<file path="src/hdl/hrfp_pkg.sv">
// Shared constants, types and helpers for the H.265 RTP fragmentation packetizer.
package hrfp_pkg;

    localparam int BYTE_W   = 8;
    localparam int LEN_W    = 16;
    localparam int STAMP_W  = 32;
    localparam int TYPE_W   = 6;
    localparam int CFG_W    = 32;
    localparam int CNT_W    = $clog2(STAMP_W);

    localparam int IN_TDATA_W  = BYTE_W + LEN_W + STAMP_W;
    localparam int OUT_TDATA_W = BYTE_W + STAMP_W;
    localparam int OUT_TUSER_W = 3;

    localparam logic [0:0] CFG_MTU_SIZE = 1'd0;
    localparam logic [0:0] CFG_CYCLE_MS = 1'd1;

    localparam logic [LEN_W-1:0]   MTU_RESET   = 16'd1400;
    localparam logic [STAMP_W-1:0] CYCLE_RESET = 32'd46800000;
    localparam logic [LEN_W-1:0]   MTU_MIN     = 16'd16;
    localparam logic [LEN_W-1:0]   FU_HDR_LEN  = 16'd3;

    localparam logic [BYTE_W-1:0] FU_NAL_BYTE0 = 8'h62;
    localparam logic [BYTE_W-1:0] FU_NAL_BYTE1 = 8'h01;
    localparam logic [BYTE_W-1:0] FU_START_MASK = 8'h80;
    localparam logic [BYTE_W-1:0] FU_END_MASK   = 8'h40;

    typedef logic [TYPE_W-1:0]  t_unit_type;
    typedef logic [LEN_W-1:0]   t_len;
    typedef logic [STAMP_W-1:0] t_stamp;

    function automatic t_len frag_limit(input t_len mtu);
        t_len m;
        m = (mtu < MTU_MIN) ? MTU_MIN : mtu;
        return m - FU_HDR_LEN;
    endfunction

    function automatic logic is_key_type(input t_unit_type t);
        return t[5:3] == 3'b010;
    endfunction

endpackage

</file>
<file path="src/hdl/hrfp_mod_unit.sv">
// Bit-serial restoring remainder unit: timestamp modulo wrap period.
module hrfp_mod_unit (
    input  logic                   i_clk,
    input  logic                   i_rst_n,
    input  logic                   i_start,
    input  hrfp_pkg::t_stamp       i_dividend,
    input  hrfp_pkg::t_stamp       i_divisor,
    output logic                   o_done,
    output hrfp_pkg::t_stamp       o_rem
);
    import hrfp_pkg::*;

    logic               r_busy;
    logic               r_done;
    logic [CNT_W-1:0]   r_cnt;
    t_stamp             r_num;
    t_stamp             r_rem;
    t_stamp             r_div;
    logic [STAMP_W:0]   trial;
    logic [STAMP_W:0]   diff;

    assign trial = {r_rem, r_num[STAMP_W-1]};
    assign diff  = trial - {1'b0, r_div};

    always_ff @(posedge i_clk) begin
        if (!i_rst_n) begin
            r_busy <= 1'b0;
            r_done <= 1'b0;
            r_cnt  <= '0;
        end else begin
            r_done <= 1'b0;
            if (i_start) begin
                r_busy <= 1'b1;
                r_cnt  <= '0;
            end else if (r_busy) begin
                r_cnt <= r_cnt + 1'b1;
                if (r_cnt == CNT_W'(STAMP_W - 1)) begin
                    r_busy <= 1'b0;
                    r_done <= 1'b1;
                end
            end
        end
    end

    always_ff @(posedge i_clk) begin
        if (i_start) begin
            r_num <= i_dividend;
            r_rem <= '0;
            r_div <= i_divisor;
        end else if (r_busy) begin
            r_num <= {r_num[STAMP_W-2:0], 1'b0};
            if (trial >= {1'b0, r_div}) begin
                r_rem <= diff[STAMP_W-1:0];
            end else begin
                r_rem <= trial[STAMP_W-1:0];
            end
        end
    end

    assign o_done = r_done;
    assign o_rem  = r_rem;

endmodule

</file>
<file path="src/hdl/hevc_rtp_fu_packetizer_unit.sv">
// Top level of the H.265 RTP payload packetizer with fragmentation units.
//
// Input stream: one NAL unit byte per request. tuser marks the first byte of
// a unit; that byte also carries the unit length and millisecond timestamp.
// Output stream: one RTP payload byte per request, tlast on the last byte of
// each payload, tuser carries first-byte, marker and key-start flags, and
// tdata carries the byte and the wrapped timestamp.
// A unit that fits in max(mtu_size,16)-3 bytes passes through as one payload;
// a larger unit loses its two-byte NAL header and is cut into fragments, each
// preceded by a three-byte FU header, plus a header-only end payload when the data ends with a full fragment.
// The block takes one input byte at a time: tready is low from accept until the
// sequencer returns to idle. A plain byte passes through the evaluate and data
// states; a fragment boundary adds the FU header states. The first byte of a unit
// first waits for the bit-serial timestamp modulo, one remainder bit per cycle.
// Reset clears the sequencer state and restores mtu_size 1400, cycle_ms 46800000.
// A stalled receiver holds the output register and the sequencer waits;
// no byte is dropped. Write configuration only while idle.
module hevc_rtp_fu_packetizer_unit (
    input  logic                                i_clk,
    input  logic                                i_rst_n,
    input  logic                                s_axis_tvalid,
    output logic                                s_axis_tready,
    // [7:0] data_byte, [23:8] unit_length, [55:24] stamp_ms
    input  logic [hrfp_pkg::IN_TDATA_W-1:0]     s_axis_tdata,
    // [0] unit_start
    input  logic                                s_axis_tuser,
    output logic                                m_axis_tvalid,
    input  logic                                m_axis_tready,
    // [7:0] payload_byte, [39:8] rtp_stamp
    output logic [hrfp_pkg::OUT_TDATA_W-1:0]    m_axis_tdata,
    // [0] packet_first, [1] marker_bit, [2] key_start
    output logic [hrfp_pkg::OUT_TUSER_W-1:0]    m_axis_tuser,
    output logic                                m_axis_tlast,
    input  logic                                i_cfg_we,
    input  logic [0:0]                          i_cfg_index,
    input  logic [hrfp_pkg::CFG_W-1:0]          i_cfg_data
);
    import hrfp_pkg::*;

    localparam logic [2:0] ST_IDLE = 3'd0;
    localparam logic [2:0] ST_MOD  = 3'd1;
    localparam logic [2:0] ST_EVAL = 3'd2;
    localparam logic [2:0] ST_HDR0 = 3'd3;
    localparam logic [2:0] ST_HDR1 = 3'd4;
    localparam logic [2:0] ST_HDR2 = 3'd5;
    localparam logic [2:0] ST_DATA = 3'd6;

    logic [2:0]     r_state;
    t_len           r_mtu;
    t_stamp         r_cycle;

    logic [BYTE_W-1:0] r_byte;
    t_len           r_len_in;

    t_unit_type     r_unit_type;
    logic           r_frag;
    t_len           r_byte_pos;
    t_len           r_total_len;
    t_len           r_frag_left;
    logic           r_first;
    logic           r_final;
    t_stamp         r_held_stamp;

    logic           r_sel_s;
    logic           r_sel_e;
    logic           r_tail;
    logic           r_dfirst;
    logic           r_dlast;

    logic              r_m_valid;
    logic [BYTE_W-1:0] r_m_byte;
    t_stamp            r_m_stamp;
    logic              r_m_first;
    logic              r_m_last;
    logic              r_m_marker;
    logic              r_m_key;

    logic           accept;
    logic           o_free;
    logic           mod_start;
    logic           mod_done;
    t_stamp         mod_rem;
    t_len           lim;
    t_len           rem_len;
    logic           key_type;

    logic              emit_en;
    logic [BYTE_W-1:0] e_byte;
    logic              e_first;
    logic              e_last;
    logic              e_marker;
    logic              e_key;

    assign s_axis_tready = (r_state == ST_IDLE);
    assign accept        = s_axis_tvalid && s_axis_tready;
    assign o_free        = !r_m_valid || m_axis_tready;
    assign mod_start     = accept && s_axis_tuser;
    assign lim           = frag_limit(r_mtu);
    assign rem_len       = r_total_len - r_byte_pos;
    assign key_type      = is_key_type(r_unit_type);

    hrfp_mod_unit u_mod (
        .i_clk      (i_clk),
        .i_rst_n    (i_rst_n),
        .i_start    (mod_start),
        .i_dividend (s_axis_tdata[IN_TDATA_W-1:BYTE_W+LEN_W]),
        .i_divisor  (r_cycle),
        .o_done     (mod_done),
        .o_rem      (mod_rem)
    );

    always_comb begin
        emit_en  = 1'b0;
        e_byte   = r_byte;
        e_first  = 1'b0;
        e_last   = 1'b0;
        e_marker = r_final;
        e_key    = r_first && key_type;
        unique case (r_state)
            ST_HDR0: begin
                emit_en = 1'b1;
                e_byte  = FU_NAL_BYTE0;
                e_first = 1'b1;
            end
            ST_HDR1: begin
                emit_en = 1'b1;
                e_byte  = FU_NAL_BYTE1;
            end
            ST_HDR2: begin
                emit_en = 1'b1;
                e_byte  = (r_sel_s ? FU_START_MASK : '0) | (r_sel_e ? FU_END_MASK : '0)
                        | {2'b00, r_unit_type};
                e_last  = r_tail;
            end
            ST_DATA: begin
                emit_en = 1'b1;
                if (r_frag) begin
                    e_last = (r_frag_left == t_len'(1));
                end else begin
                    e_first  = r_dfirst;
                    e_last   = r_dlast;
                    e_marker = 1'b1;
                    e_key    = key_type;
                end
            end
            default: begin
                emit_en = 1'b0;
            end
        endcase
    end

    // configuration registers
    always_ff @(posedge i_clk) begin
        if (!i_rst_n) begin
            r_mtu   <= MTU_RESET;
            r_cycle <= CYCLE_RESET;
        end else if (i_cfg_we) begin
            unique case (i_cfg_index)
                CFG_MTU_SIZE: r_mtu   <= i_cfg_data[LEN_W-1:0];
                CFG_CYCLE_MS: r_cycle <= i_cfg_data[STAMP_W-1:0];
                default: ;
            endcase
        end
    end

    // sequencer
    always_ff @(posedge i_clk) begin
        if (!i_rst_n) begin
            r_state      <= ST_IDLE;
            r_unit_type  <= '0;
            r_frag       <= 1'b0;
            r_byte_pos   <= '0;
            r_total_len  <= '0;
            r_frag_left  <= '0;
            r_first      <= 1'b1;
            r_final      <= 1'b0;
            r_held_stamp <= '0;
            r_sel_s      <= 1'b0;
            r_sel_e      <= 1'b0;
            r_tail       <= 1'b0;
        end else begin
            unique case (r_state)
                ST_IDLE: begin
                    if (accept) begin
                        r_state <= s_axis_tuser ? ST_MOD : ST_EVAL;
                    end
                end
                ST_MOD: begin
                    if (mod_done) begin
                        r_held_stamp <= mod_rem;
                        r_unit_type  <= r_byte[TYPE_W:1];
                        r_total_len  <= r_len_in;
                        r_frag       <= r_len_in > lim;
                        r_byte_pos   <= '0;
                        r_frag_left  <= '0;
                        r_first      <= 1'b1;
                        r_final      <= 1'b0;
                        r_state      <= ST_EVAL;
                    end
                end
                ST_EVAL: begin
                    if (r_byte_pos >= r_total_len) begin
                        r_state <= ST_IDLE;
                    end else begin
                        r_byte_pos <= r_byte_pos + 1'b1;
                        if (!r_frag) begin
                            r_state <= ST_DATA;
                        end else if (r_byte_pos < t_len'(2)) begin
                            r_state <= ST_IDLE;
                        end else if (r_frag_left == '0) begin
                            r_tail <= 1'b0;
                            if (rem_len < lim) begin
                                r_final     <= 1'b1;
                                r_frag_left <= rem_len;
                                r_sel_s     <= 1'b0;
                                r_sel_e     <= 1'b1;
                            end else begin
                                r_final     <= 1'b0;
                                r_frag_left <= lim;
                                r_sel_s     <= r_first;
                                r_sel_e     <= 1'b0;
                            end
                            r_state <= ST_HDR0;
                        end else begin
                            r_state <= ST_DATA;
                        end
                    end
                end
                ST_HDR0: begin
                    if (o_free) begin
                        r_state <= ST_HDR1;
                    end
                end
                ST_HDR1: begin
                    if (o_free) begin
                        r_state <= ST_HDR2;
                    end
                end
                ST_HDR2: begin
                    if (o_free) begin
                        r_state <= r_tail ? ST_IDLE : ST_DATA;
                    end
                end
                ST_DATA: begin
                    if (o_free) begin
                        if (r_frag) begin
                            r_frag_left <= r_frag_left - 1'b1;
                            if (r_frag_left == t_len'(1) && !r_final) begin
                                r_first <= 1'b0;
                            end
                        end
                        if (r_frag && r_frag_left == t_len'(1) && !r_final &&
                            r_byte_pos == r_total_len) begin
                            r_final <= 1'b1;
                            r_sel_s <= 1'b0;
                            r_sel_e <= 1'b1;
                            r_tail  <= 1'b1;
                            r_state <= ST_HDR0;
                        end else begin
                            r_state <= ST_IDLE;
                        end
                    end
                end
                default: begin
                    r_state <= ST_IDLE;
                end
            endcase
        end
    end

    // capture request and data-byte flags
    always_ff @(posedge i_clk) begin
        if (accept) begin
            r_byte     <= s_axis_tdata[BYTE_W-1:0];
            r_len_in   <= s_axis_tdata[BYTE_W+LEN_W-1:BYTE_W];
        end
        if (r_state == ST_EVAL) begin
            r_dfirst <= (r_byte_pos == '0);
            r_dlast  <= (rem_len == t_len'(1));
        end
    end

    // output register
    always_ff @(posedge i_clk) begin
        if (!i_rst_n) begin
            r_m_valid <= 1'b0;
        end else if (o_free) begin
            r_m_valid <= emit_en;
        end
    end

    always_ff @(posedge i_clk) begin
        if (o_free && emit_en) begin
            r_m_byte   <= e_byte;
            r_m_stamp  <= r_held_stamp;
            r_m_first  <= e_first;
            r_m_last   <= e_last;
            r_m_marker <= e_marker;
            r_m_key    <= e_key;
        end
    end

    assign m_axis_tvalid = r_m_valid;
    assign m_axis_tdata  = {r_m_stamp, r_m_byte};
    assign m_axis_tuser  = {r_m_key, r_m_marker, r_m_first};
    assign m_axis_tlast  = r_m_last;

    a_mod_done_in_mod: assert property (@(posedge i_clk) disable iff (!i_rst_n)
        mod_done |-> r_state == ST_MOD)
        else $error("remainder finished outside its wait state");

    a_pos_bound: assert property (@(posedge i_clk) disable iff (!i_rst_n)
        r_byte_pos <= r_total_len)
        else $error("byte position ran past unit length");

    a_tail_is_final: assert property (@(posedge i_clk) disable iff (!i_rst_n)
        (r_state == ST_HDR0 && r_tail) |-> (r_final && r_sel_e && !r_sel_s))
        else $error("trailing FU header without end flag");

    a_hdr_start_key: assert property (@(posedge i_clk) disable iff (!i_rst_n)
        (r_state == ST_HDR0 && o_free && r_sel_s) |=> (r_m_valid && r_m_first))
        else $error("start fragment header not loaded as payload start");

endmodule

</file>
<file path="config.mk">
export PLATFORM = sky130hd
export DESIGN_NAME = hevc_rtp_fu_packetizer_unit
export DESIGN_NICKNAME = d
export VERILOG_FILES = /design/src/hdl/hrfp_pkg.sv /design/src/hdl/hrfp_mod_unit.sv /design/src/hdl/hevc_rtp_fu_packetizer_unit.sv
export SDC_FILE = /design/constraint.sdc
export NUM_CORES = 1
export LEC_CHECK = 0
export BUFFER_PORTS_ARGS = -buffer_cell sky130_fd_sc_hd__buf_2
export CORE_MARGIN = 1.5
export CORE_UTILIZATION = 40
export DETAILED_ROUTE_END_ITERATION = 6
export PLACE_DENSITY = 0.64
export SLEW_MARGIN = 20
export SYNTH_ARGS = -nofsm -noshare
export SYNTH_HDL_FRONTEND = slang
export SYNTH_HIERARCHICAL = 1
export SYNTH_SLANG_ARGS = --single-unit
</file>
<file path="constraint.sdc">
create_clock -name i_clk -period 6.95 [get_ports i_clk]
set_input_delay 0.3475 -clock i_clk [delete_from_list [all_inputs] [get_ports i_clk]]
set_output_delay 0.3475 -clock i_clk [all_outputs]
set_load 0.02 [all_outputs]
</file>
Word level (Yosys, flattened, before mapping)
Index checks and enable logic that the tools add are counted.
- add/subtract/negate cells: 6
- magnitude comparators: 6
- equal/unequal tests: 24
- muxes and demuxes: 73
- bitwise logic cells: 5
- reductions and logical operators: 31
- operator list (cell ; count):
    $mux W16 ; 10
    $mux W32 ; 3
    $pmux W16 S3 ; 1
    $mux W1 ; 34
    $ge A33 B32 Y1 ; 1
    $mux W3 ; 11
    $eq A16 B1 Y1 const B ; 2
    $logic_not A16 Y1 ; 2
    $pmux W16 S2 ; 1
    $sub A32 B32 Y32 ; 1
    $pmux W8 S3 ; 1
    $ne A2 B2 Y1 const B ; 11
    $pmux W3 S7 ; 1
    $add A16 B1 Y16 const B ; 1
    $eq A16 B16 Y1 ; 1
    $ge A16 B16 Y1 ; 1
    $gt A16 B16 Y1 ; 1
    $lt A16 B16 Y1 ; 1
    $lt A16 B2 Y1 const B ; 1
    $lt A16 B5 Y1 const B ; 1
    $reduce_and A8 Y1 ; 2
    $sub A16 B1 Y16 const B ; 1
    $sub A16 B16 Y16 ; 1
    $sub A16 B2 Y16 const B ; 1
    28 further kinds ; 54
- bits in registers: 317
- output and inout bits: 46

Depth between registers and ports, before layout
Gate-level depths: netlist of the first run.
- depth after elaboration: 10
- mapped depth: 21

Hierarchy
Netlist of the first run, hierarchy kept.
- modules (own cells, without submodules) (module ; instances ; cells each ; area each (µm²)):
    hevc_rtp_fu_packetizer_unit ; 1 ; 1176 ; 10341.2
    hrfp_mod_unit ; 1 ; 568 ; 5846.9

Worst setup path after synthesis of the first run
No wires, ideal clock.
- path kind: register -> register
- from: register r_mtu[11]
- to: register r_frag_left[1]
- data arrival time: 4.315 ns
- path slack: 2.492 ns
- cell stages (with the launch flop): 21
- cell sequence: dfxtp_1 -> nor4_2 -> nand4_1 -> and2_1 -> ha_1 -> nor3_1 -> and3_1 -> nand2_1 -> or4_1 -> xor2_1 -> ha_1 -> nand3_1 -> nor2_1 -> nand2_1 -> o41a_1 -> nor2_1 -> o221ai_2 -> nand2_2 -> buf_2 -> mux2i_1 -> a311oi_1
- word-level cells in the longest chain between the ends: 10
- RTL lines (element ; line ; RTL):
    from (decl) ; hevc_rtp_fu_packetizer_unit.sv:49 ; t_len r_mtu;
    from (signal assigned) ; hevc_rtp_fu_packetizer_unit.sv:159 ; CFG_MTU_SIZE: r_mtu <= i_cfg_data[LEN_W-1:0];
    $lt A16 B5 Y1 ; hrfp_pkg.sv:34 ; m = (mtu < MTU_MIN) ? MTU_MIN : mtu;
    $mux W16 (*) ; hrfp_pkg.sv:34 ;
    $sub A16 B2 Y16 (*) ; hrfp_pkg.sv:35 ; return m - FU_HDR_LEN;
    $lt A16 B16 Y1 ; hevc_rtp_fu_packetizer_unit.sv:212 ; if (rem_len < lim) begin
    $mux W16 (*) ; hevc_rtp_fu_packetizer_unit.sv:212 ;
    $mux W16 (*) ; hevc_rtp_fu_packetizer_unit.sv:210 ; end else if (r_frag_left == '0) begin
    $mux W16 (*) ; hevc_rtp_fu_packetizer_unit.sv:208 ; end else if (r_byte_pos < t_len'(2)) begin
    $mux W16 (*) ; hevc_rtp_fu_packetizer_unit.sv:206 ; if (!r_frag) begin
    $mux W16 (*) ; hevc_rtp_fu_packetizer_unit.sv:202 ; if (r_byte_pos >= r_total_len) begin
    $pmux W16 S3 (*) ; hevc_rtp_fu_packetizer_unit.sv:182 ; unique case (r_state)
    to (signal assigned) ; hevc_rtp_fu_packetizer_unit.sv:214 ; r_frag_left <= rem_len;
    to (signal assigned) ; hevc_rtp_fu_packetizer_unit.sv:219 ; r_frag_left <= lim;
    to (signal assigned) ; hevc_rtp_fu_packetizer_unit.sv:247 ; r_frag_left <= r_frag_left - 1'b1;
    to (decl) ; hevc_rtp_fu_packetizer_unit.sv:59 ; t_len r_frag_left;
Every way passes the cells marked *; elsewhere a longest branch is shown, timed or not. The select of a mux whose other input is x is not followed.
A chain may end at the register's enable or synchronous reset.

Worst setup path in the final report of the first run
- from: register r_mtu[11]
- to: register r_frag_left[12]
Same word-level chain as after synthesis.

==> out/qor.yml, run 1 <==
status: "complete, no violations"
fmax_mhz: 184
synthTopCellsByArea: "edfxtp_1 (25%), dfxtp_1 (23%), nand2_1 (7.2%)"
cts.reportedPaths.clkPinSlew_ps: 60
setup_viol: 0
drc: 0
rr_worst_depth: 20
relSlewSlack_pct: 35.4
path_class: "register to register"
tightest_slew_ps: 970
max_cap_violations: 0
num-nets-final: 2049
cts_tree: "done"
viasPerCell: 5.32
area_delta_synth_final_pct: 15.1
final_cells: 2423
synth_top_cell_by_area: "edfxtp_1"
antenna_found_initial: 4
vias: 12879
ys.flop_type: "dfxtp_1"
post_cts_buffers: 0
top_level_ports: 141
cp_num_buf_inv: 1
htreeDepth: 2
leakagePower_nw: 7.24
async_reset_ff_share_pct: 0
synth-edff-count: 134
firstDrtPassIters: 5
synth_nets: 1923
gr-total-overflow: 0
pre_cts_ws_ps: 1620
hold_viol: 0
grt_pass1_vias: 12445
cts_buffer_depth: 3
drive_gt1_share_pct: 14.6
startpoint_type: "register"
cp-endpoint: "r_frag_left[12]"
cp_slowest_cell: "o41a_1"
grt_first_pass_wirelength_um: 65600
core-area_sq_um: 39800
fin_setup_tns_ps: 0
arrival_ps: 5870
cp_top_family: "simple AND/OR/NAND/NOR gates"
cts.sinks: 317
p_per_area_nw_per_um2: 312
die_height_um: 204
wl_per_cell_um: 17.0
num-fill-cells: 3822
synthTopCellsByCount: "nand2_1 (312), dfxtp_1 (183), a21oi_1 (174), edfxtp_1 (134), nor2_1 (108)"
critPathLaunch: "r_mtu[11]"
rsz0062_at_grt: "false"
peakVddDrop_mv: 0.213
hold_path_class: "primary input to register"
synthDistinctLibCells: 83
fin_skew_ps: 26.3
cpMostUsedCell: "nand2_1"
grtUsageTotal_pct: 19.7
ys_ff_latch: 317
min_period_ps: 5420
critPathMaxStageDelay_ps: 460
multi_input_area_sq_um: 7830
cts_made_buffers: 34
ff2ff_setup_slack_ps: 1530
end_kind: "register"
grt_start_max_net_pins: 80
synth_cells: 1744
crit_chain: "nor4_2 -> nand4_1 -> nand2_1 -> inv_1 -> ha_1 -> nor3_1 -> and3_1 -> nand2_1 -> or4_1 -> xor2_1 -> ha_1 -> nand3_1 -> nor2_1 -> nand2_1 -> o41a_1 -> nor2_1 -> o221ai_2 -> nand2_2 -> mux2_2 -> o22ai_1"
period_share_pct: 78.0
timing.rr.start: "r_mtu[11]"
cts-root-buf: "clkbuf_16"
slew_violations: 0
wl_um: 41100
yosysWarnings: 6
cp_max_fo: 21
routabilityCongestion: 0.920
setup_slack_ps: 1530
synth_top_area_share_pct: 24.9
r2r_end: "r_frag_left[12]"
yosysSeqAreaShare_pct: 47.5
clkLatencyLatePin_ps: 550
yosysMostFrequentCell: "nand2_1"
drt_iter0_drc: 859
fp-row-count: 73
ant_nets: 0
io_buffers: 140
die_x_um: 204
synth.avg_cell_area_sq_um: 9.28
dp_cells: 2335
crit_cells: 20
die-area_sq_um: 41700
hpwlAfterDp_um: 30300
start_util_pct: 40.6
required_ps: 7400
synth_area_sq_um: 16200
layout.area.seq_sq_um: 7690
-- area by class of cell --
type / count / area share [%]
Tap cell: 525 / 3.53
Inverter: 86 / 1.74
Clock inverter: 15 / 0.846
Antenna cell: 4 / 0.0537
Timing Repair Buffer: 175 / 5.49
Multi-Input combinational cell: 1256 / 42.0
Clock buffer: 45 / 5.06
Sequential cell: 317 / 41.3
-- state kept, by name (all words and copies together), names as in the netlist, 3 cells and up --
register	flops
r_m_stamp	32
u_mod/r_div	32
r_cycle	32
r_state	3
r_byte_pos	16
r_held_stamp	32
r_mtu	16
u_mod/o_rem	32
r_total_len	16
u_mod/r_num	32
r_len_in	16
r_m_byte	8
r_byte	8
r_frag_left	16
r_unit_type	6
u_mod/r_cnt	5
-- metrics by stage --
stage / util, % / instance area [sq um] / power, mW / hold slack [ps]
after floorplan: - / 16200 / 3.68 / 408
after global placement: 43.4 / 17300 / 4.02 / 414
after detailed placement: 43.4 / 17300 / 4.05 / 415
after CTS: 46.7 / 18600 / 5.87 / 3.40
after global routing: 46.8 / 18600 / 6.15 / 27.6
final: 46.8 / 18600 / 5.82 / 25.2
-- logic make-up after synthesis --
group,Yosys count,share of synthesized area (%)
and+or+nand+nor,624,17.5
AOI/OAI and AO/OA,423,16.6
DFF,317,47.5
buffers and inverters,171,4.33
adders and majority gates,84,6.59
xor gates and xnor gates,68,3.73
muxes,57,3.78
-- worst min-delay path by stage --
stage,startpoint,to,slack (ps),cells past startpoint
after floorplan,r_held_stamp[0],r_m_stamp[0],410,0
after global placement,r_held_stamp[11],r_m_stamp[11],410,0
after detailed placement,r_cycle[27],u_mod/r_div[27],420,0
after CTS,i_cfg_data[25],r_cycle[25],3,3
after global routing,i_cfg_data[25],r_cycle[25],30,3
final,i_cfg_data[25],r_cycle[25],30,3
-- worst reg2reg max path, cell delays in order (launching register included) --
cell and delay, ps:
dfxtp_1 370, nor4_2 430, nand4_1 250, nand2_1 170, inv_1 80, ha_1 240
nor3_1 290, and3_1 280, nand2_1 100, or4_1 450, xor2_1 210, ha_1 350
nand3_1 80, nor2_1 240, nand2_1 100, o41a_1 460, nor2_1 150, o221ai_2 160
nand2_2 400, mux2_2 390, o22ai_1 140
-- per-layer routing --
| metal | vias to the layer above | GRT usage [%] | routed length [um] |
|---|---|---|---|
| li1 | 6447 | - | - |
| met5 | - | 0 | 0 |
| met4 | 0 | 6.41 | 1100 |
| met1 | 6097 | 25.9 | 18700 |
| met3 | 71 | 3.60 | 1870 |
| met2 | 264 | 32.8 | 19500 |
-- placed cells by master, fill, tap and decap left out, drive strengths merged, types with 20 or more instances in the layout --
| cell | instances |
|---|---|
| xnor2 | 48 |
| dfxtp | 183 |
| nor4 | 21 |
| and2 | 24 |
| edfxtp | 134 |
| o21ai | 80 |
| a211oi | 29 |
| nand3 | 47 |
| mux2 | 33 |
| inv | 86 |
| nand2 | 313 |
| a21o | 32 |
| a21oi | 177 |
| dlygate4sd3 | 24 |
| nor2 | 108 |
| ha | 82 |
| nor3 | 27 |
| clkbuf | 45 |
| xor2 | 20 |
| mux2i | 24 |
| buf | 151 |
-- timing repair --
action,in CTS,in global routing
endpoints found under the setup margin,0,0
hold buffers,24,0
gates resized for setup,0,0
endpoints found under the hold margin,24,0
-- report_power, final --
group	switching (mW)	internal, mW	total (mW)
clock network	0.725	1.07	1.79
logic	0.962	0.679	1.64
registers	0.184	2.20	2.38
total	1.87	3.95	5.82
Note: power is estimated with default switching activity, not from simulation.
==> run 2, diff against run 1 <==
--- a/config.mk
+++ b/config.mk
@@ -9,7 +9,7 @@
 export CORE_MARGIN = 1.5
 export CORE_UTILIZATION = 40
 export DETAILED_ROUTE_END_ITERATION = 6
-export PLACE_DENSITY = 0.64
+export PLACE_DENSITY = 0.66
 export SLEW_MARGIN = 20
 export SYNTH_ARGS = -nofsm -noshare
 export SYNTH_HDL_FRONTEND = slang
==> constraint.sdc (replaced) <==
create_clock -name i_clk -period 4.5 [get_ports i_clk]
set_input_delay 0.225 -clock i_clk [delete_from_list [all_inputs] [get_ports i_clk]]
set_output_delay 0.225 -clock i_clk [all_outputs]
set_load 0.02 [all_outputs]
==> out/qor.yml, run 2 (synthesized netlist as in run 1, its figures left out) <==
top_level_ports: 141  # unchanged
hold_viol: 0  # unchanged
required_ps: 4930  # was 7400 ps
cts_made_buffers: 36  # was 34
p_per_area_nw_per_um2: 462  # was 312 nW/um^2
max_cap_violations: 0  # unchanged
htreeDepth: 2  # unchanged
firstDrtPassIters: 5  # unchanged
crit_chain: "nor4_4 -> nand4_1 -> nand2_1 -> inv_1 -> ha_2 -> nor3_2 -> and3_1 -> nand2_2 -> or4_4 -> xor2_4 -> ha_4 -> nand3_2 -> nor2_2 -> nand2_1 -> o41a_1 -> nor2_2 -> o221ai_2 -> nand2_2 -> buf_4 -> mux2i_1 -> o21ai_0"  # was nor4_2 -> nand4_1 -> nand2_1 -> inv_1 -> ha_1 -> nor3_1 -> and3_1 -> nand2_1 -> or4_1 -> xor2_1 -> ha_1 -> nand3_1 -> nor2_1 -> nand2_1 -> o41a_1 -> nor2_1 -> o221ai_2 -> nand2_2 -> mux2_2 -> o22ai_1
fin_hold_ws_ps: 113  # was 25.2 ps
vias: 13597  # was 12879
grt_pass1_vias: 12756  # was 12445
cts.reportedPaths.clkPinSlew_ps: 60  # about the same
wl_um: 42500  # was 41100 um
period_share_pct: 98.1  # was 78.0%
layout_commonest_cell: "nand2_1"  # unchanged
grt_first_pass_wirelength_um: 66500  # was 65600 um
core-area_sq_um: 39800  # unchanged
slew_violations: 0  # unchanged
start_util_pct: 40.6  # unchanged
cts-root-buf: "clkbuf_16"  # unchanged
end_kind: "register"  # unchanged
dp_cells: 2368  # was 2335
fmax_mhz: 227  # was 184 MHz
critPathMaxStageDelay_ps: 530  # was 460 ps
die-area_sq_um: 41700  # unchanged
hold_depth: 4  # was 3
fin_skew_ps: 21.5  # was 26.3 ps
io_buffers: 140  # unchanged
rsz0062_at_grt: "true"  # was false
fin_setup_tns_ps: 0  # unchanged
status: "complete, no violations"  # unchanged
hold_path_class: "primary input to register"  # unchanged
antenna_found_initial: 2  # was 4
cts_tree: "done"  # unchanged
grtUsageTotal_pct: 20.1  # was 19.7%
layout_common_cells: "nand2_1 (311), dfxtp_1 (181), a21oi_1 (173)"  # was nand2_1 (311), dfxtp_1 (183), a21oi_1 (174)
final_cells: 2538  # was 2423
rr_worst_depth: 21  # was 20
setup_viol: 0  # unchanged
arrival_ps: 4850  # was 5870 ps
leakagePower_nw: 7.80  # was 7.24 nW
path_class: "register to register"  # unchanged
peakVddDrop_mv: 0.298  # was 0.213 mV
tightest_slew_ps: 1040  # was 970 ps
fin_total_pwr_mw: 9.16  # was 5.82 mW
drive_gt1_share_pct: 17.3  # was 14.6%
min_period_ps: 4410  # was 5420 ps
die_height_um: 204  # unchanged
relSlewSlack_pct: 30.4  # was 35.4%
gr-total-overflow: 0  # unchanged
clkLatencyLatePin_ps: 560  # was 550 ps
fp-row-count: 73  # unchanged
area_delta_synth_final_pct: 22.6  # was 15.1%
viasPerCell: 5.36  # was 5.32
drt_iter0_drc: 1050  # was 859
startpoint_type: "register"  # unchanged
fin_util_pct: 49.8  # was 46.8%
cts_buffer_depth: 3  # unchanged
hpwlAfterDp_um: 29900  # was 30300 um
wl_per_cell_um: 16.8  # was 17.0 um
ant_nets: 0  # unchanged
num-fill-cells: 3755  # was 3822
drc: 0  # unchanged
routabilityCongestion: 0.927  # was 0.920
grt_start_max_net_pins: 66  # was 80
die_x_um: 204  # unchanged
cp_max_fo: 6  # was 21
num-nets-final: 2162  # was 2049
cts.sinks: 317  # unchanged
cp_slowest_cell: "or4_4"  # was o41a_1
[run 2: cell types whose count changed in the layout (fill, tap and decap cells not counted), moves of 4 or more]
cell | previous run | this run
dlygate4sd3_1 | 24 | 88
buf_4 | 11 | 54
clkbuf_1 | 7 | 14
buf_6 | 0 | 4
clkinv_2 | 8 | 4
o32ai_1 | 5 | 1
o32ai_2 | 0 | 4
[run 2: final timing paths]
kind | endpoint | slack [ps] | startpoint
max | r_frag_left[3] | 90 | r_mtu[9]
min | r_mtu[9] | 110 | i_cfg_index
max reg2reg | r_frag_left[3] | 90 | r_mtu[9]
min reg2reg | u_mod/r_div[29] | 420 | r_cycle[29]
[run 2: what timing repair did]
item / 4_1_cts / 5_1_grt
setup endpoints to repair: 18 / 18
hold buffers: 88 / 0
hold endpoints to repair: 104 / 0
resized for setup: 3 / 32
pin swaps: 1 / 28
setup buffers: 1 / 12
cloned: 0 / 1
[run 2: per-stage QoR]
step / cell area (sq um) / setup slack, ps
floorplan: 16200 / 41.6
global placement: 17500 / 0.607
detailed placement: 17500 / -202
CTS: 19600 / 12.2
global route: 19800 / -135
finish: 19800 / 85.2
[run 2: worst max-delay path, delay by kind of cell, from the launching register on]
kind            cells  cell delay (ps)
simple gates       12             2190
mux                 1              190
xor+xnor            1              220
buf+inv             2              230
fa+ha+maj           2              460
flops               1              330
compound gates      3              670
[run 2: metal layers]
metal	global-route usage, %	share of wire [%]	vias up
met3	2.87	5.2	92
met1	26.2	44	6420
li1	-	-	6690
met2	33.6	48	395
met4	7.69	3.0	0
met5	0	0	-
[run 2: cell type report]
cell class,count,area (sq um),area share (%)
clock buffers,53,995,5.01
clock inverters,13,154,0.776
well taps,525,657,3.31
diodes,2,5.00,0.0252
multi-input cells,1256,7980,40.2
flip-flops and latches,317,7690,38.8
repair buffers,286,2030,10.2
inverters,86,324,1.63
[run 2: power by group]
part / internal [mW] / total [mW] / switching, mW
clock network: 1.67 / 2.85 / 1.19
logic: 1.11 / 2.63 / 1.52
registers: 3.39 / 3.67 / 0.280
==> run 3, diff against run 2 <==
--- a/config.mk
+++ b/config.mk
@@ -9,7 +9,7 @@
 export CORE_MARGIN = 1.5
 export CORE_UTILIZATION = 40
 export DETAILED_ROUTE_END_ITERATION = 6
-export PLACE_DENSITY = 0.66
+export PLACE_DENSITY = 0.64
 export SLEW_MARGIN = 20
 export SYNTH_ARGS = -nofsm -noshare
 export SYNTH_HDL_FRONTEND = slang
==> constraint.sdc (replaced) <==
create_clock -name i_clk -period 5.1 [get_ports i_clk]
set_input_delay 1.275 -clock i_clk [delete_from_list [all_inputs] [get_ports i_clk]]
set_output_delay 1.275 -clock i_clk [all_outputs]
set_load 0.02 [all_outputs]
==> out/qor.yml, run 3 (synthesized netlist as in run 1, its figures left out) <==
final_cell_area_sq_um: 18600  # was 19800 sq um
p_per_area_nw_per_um2: 437  # was 462 nW/um^2
end_kind: "register"  # unchanged
pre_cts_ws_ps: 92.0  # was -202 ps
fin_util_pct: 46.8  # was 49.8%
tightest_slew_ps: 1080  # was 1040 ps
status: "complete, no violations"  # unchanged
setup_viol: 0  # unchanged
start_util_pct: 40.6  # unchanged
hold_depth: 0  # was 4
htreeDepth: 2  # unchanged
cts_made_buffers: 35  # was 36
viasPerCell: 5.35  # was 5.36
layout_commonest_cell: "nand2_1"  # unchanged
max_cap_violations: 0  # unchanged
dp_cells: 2342  # was 2368
critPathMaxStageDelay_ps: 510  # was 530 ps
vias: 12919  # was 13597
cts_tree: "done"  # unchanged
arrival_ps: 5210  # was 4850 ps
ant_nets: 0  # unchanged
fmax_mhz: 210  # was 227 MHz
cp_slowest_cell: "fa_1"  # was or4_4
cp_max_fo: 12  # was 6
gr-total-overflow: 0  # unchanged
antenna_found_initial: 6  # was 2
grt_start_max_net_pins: 61  # was 66
hold_viol: 0  # unchanged
die-area_sq_um: 41700  # unchanged
routabilityCongestion: 0.921  # was 0.927
required_ps: 5540  # was 4930 ps
fin_skew_ps: 24.6  # was 21.5 ps
hold_path_class: "register to register"  # was primary input to register
rr_worst_depth: 19  # was 21
startpoint_type: "register"  # unchanged
fin_setup_tns_ps: 0  # unchanged
relSlewSlack_pct: 27.8  # was 30.4%
die_height_um: 204  # unchanged
cts-root-buf: "clkbuf_16"  # unchanged
fp-row-count: 73  # unchanged
path_class: "register to register"  # unchanged
firstDrtPassIters: 5  # unchanged
cts.sinks: 317  # unchanged
hpwlAfterDp_um: 30200  # was 29900 um
peakVddDrop_mv: 0.231  # was 0.298 mV
io_buffers: 140  # unchanged
period_share_pct: 93.6  # was 98.1%
cpMostUsedCell: "nor2_1"
drc: 0  # unchanged
wl_um: 40900  # was 42500 um
area_delta_synth_final_pct: 15.1  # was 22.6%
drt_iter0_drc: 825  # was 1050
cts_buffer_depth: 3  # unchanged
core-area_sq_um: 39800  # unchanged
cts.reportedPaths.clkPinSlew_ps: 60  # about the same
drive_gt1_share_pct: 15.7  # was 17.3%
num-nets-final: 2035  # was 2162
leakagePower_nw: 7.25  # was 7.80 nW
grt_first_pass_wirelength_um: 65700  # was 66500 um
layout_common_cells: "nand2_1 (310), dfxtp_1 (183), a21oi_1 (174)"  # was nand2_1 (311), dfxtp_1 (181), a21oi_1 (173)
slew_violations: 0  # unchanged
crit_chain: "inv_1 -> fa_1 -> a211oi_1 -> o21ai_0 -> a221oi_2 -> nor2_1 -> a31oi_1 -> xnor2_1 -> ha_1 -> nand3_1 -> nor2_4 -> nand2_1 -> o41a_1 -> nor2_1 -> o221ai_2 -> nand2_2 -> buf_4 -> mux2i_2 -> o21ai_1"  # was nor4_4 -> nand4_1 -> nand2_1 -> inv_1 -> ha_2 -> nor3_2 -> and3_1 -> nand2_2 -> or4_4 -> xor2_4 -> ha_4 -> nand3_2 -> nor2_2 -> nand2_1 -> o41a_1 -> nor2_2 -> o221ai_2 -> nand2_2 -> buf_4 -> mux2i_1 -> o21ai_0
min_period_ps: 4770  # was 4410 ps
wl_per_cell_um: 16.9  # was 16.8 um
clkLatencyLatePin_ps: 560  # about the same
placed_area_sq_um: 17300  # was 17500 sq um
top_level_ports: 141  # unchanged
die_x_um: 204  # unchanged
cts.hold.buffers_added: 0  # was 88
grt_pass1_vias: 12412  # was 12756
final_cells: 2414  # was 2538
fin_hold_ws_ps: 418  # was 113 ps
grtUsageTotal_pct: 19.7  # was 20.1%
ff2ff_setup_slack_ps: 330  # was 90 ps
fin_total_pwr_mw: 8.14  # was 9.16 mW
setup_slack_ps: 328  # was 85.2 ps
-- run 3: cell count changes in the layout (fill, tap and decap cells not counted), sizes merged --
cell,delta
dlygate4sd3,-88
buf,-38
clkinv,+3
inv,-2
clkbuf,-5
diode,+4
bufinv,+2
-- run 3: path summary, 6_finish.rpt --
path	to	start
setup / recovery	r_frag_left[4]	r_byte_pos[1]
hold / removal	u_mod/r_div[5]	r_cycle[5]
setup reg to reg	r_frag_left[4]	r_byte_pos[1]
hold reg to reg	u_mod/r_div[5]	r_cycle[5]
-- run 3: power breakdown --
group	total [mW]	leakage (nW)	internal [mW]	switching, mW
combinational	2.25	3.91	0.918	1.33
sequential	3.24	2.74	2.99	0.248
clock	2.65	0.592	1.61	1.04
total	8.14	7.25	5.52	2.61
-- run 3: what timing repair did --
item | 4_1_cts | 5_1_grt
setup buffers | 0 | 2
resized for setup | 0 | 10
endpoints found under the setup margin | 0 | 18
-- run 3: critical path, delay by kind of cell (launching register included) --
family / cells / cell delay [ps]
mux: 1 / 240
fa+ha+maj: 2 / 860
simple gates: 6 / 770
buf+inv: 2 / 340
flops: 1 / 430
xor+xnor: 1 / 160
compound gates: 7 / 1850
-- run 3: cell type report --
type	count	area, sq um
Sequential cell	317	7690
Inverter	86	324
Antenna cell	6	15.0
Clock buffer	48	1020
Tap cell	525	657
Clock inverter	16	204
Timing Repair Buffer	160	851
Multi-Input combinational cell	1256	7880
Fill cell	3884	21200
-- run 3: layer usage --
layer	vias up	global-route usage [%]	routed length (um)
li1	6437	-	-
met1	6128	26.3	18900
met2	286	32.1	19000
met3	68	2.73	1660
met4	0	8.17	1250
met5	-	0	0
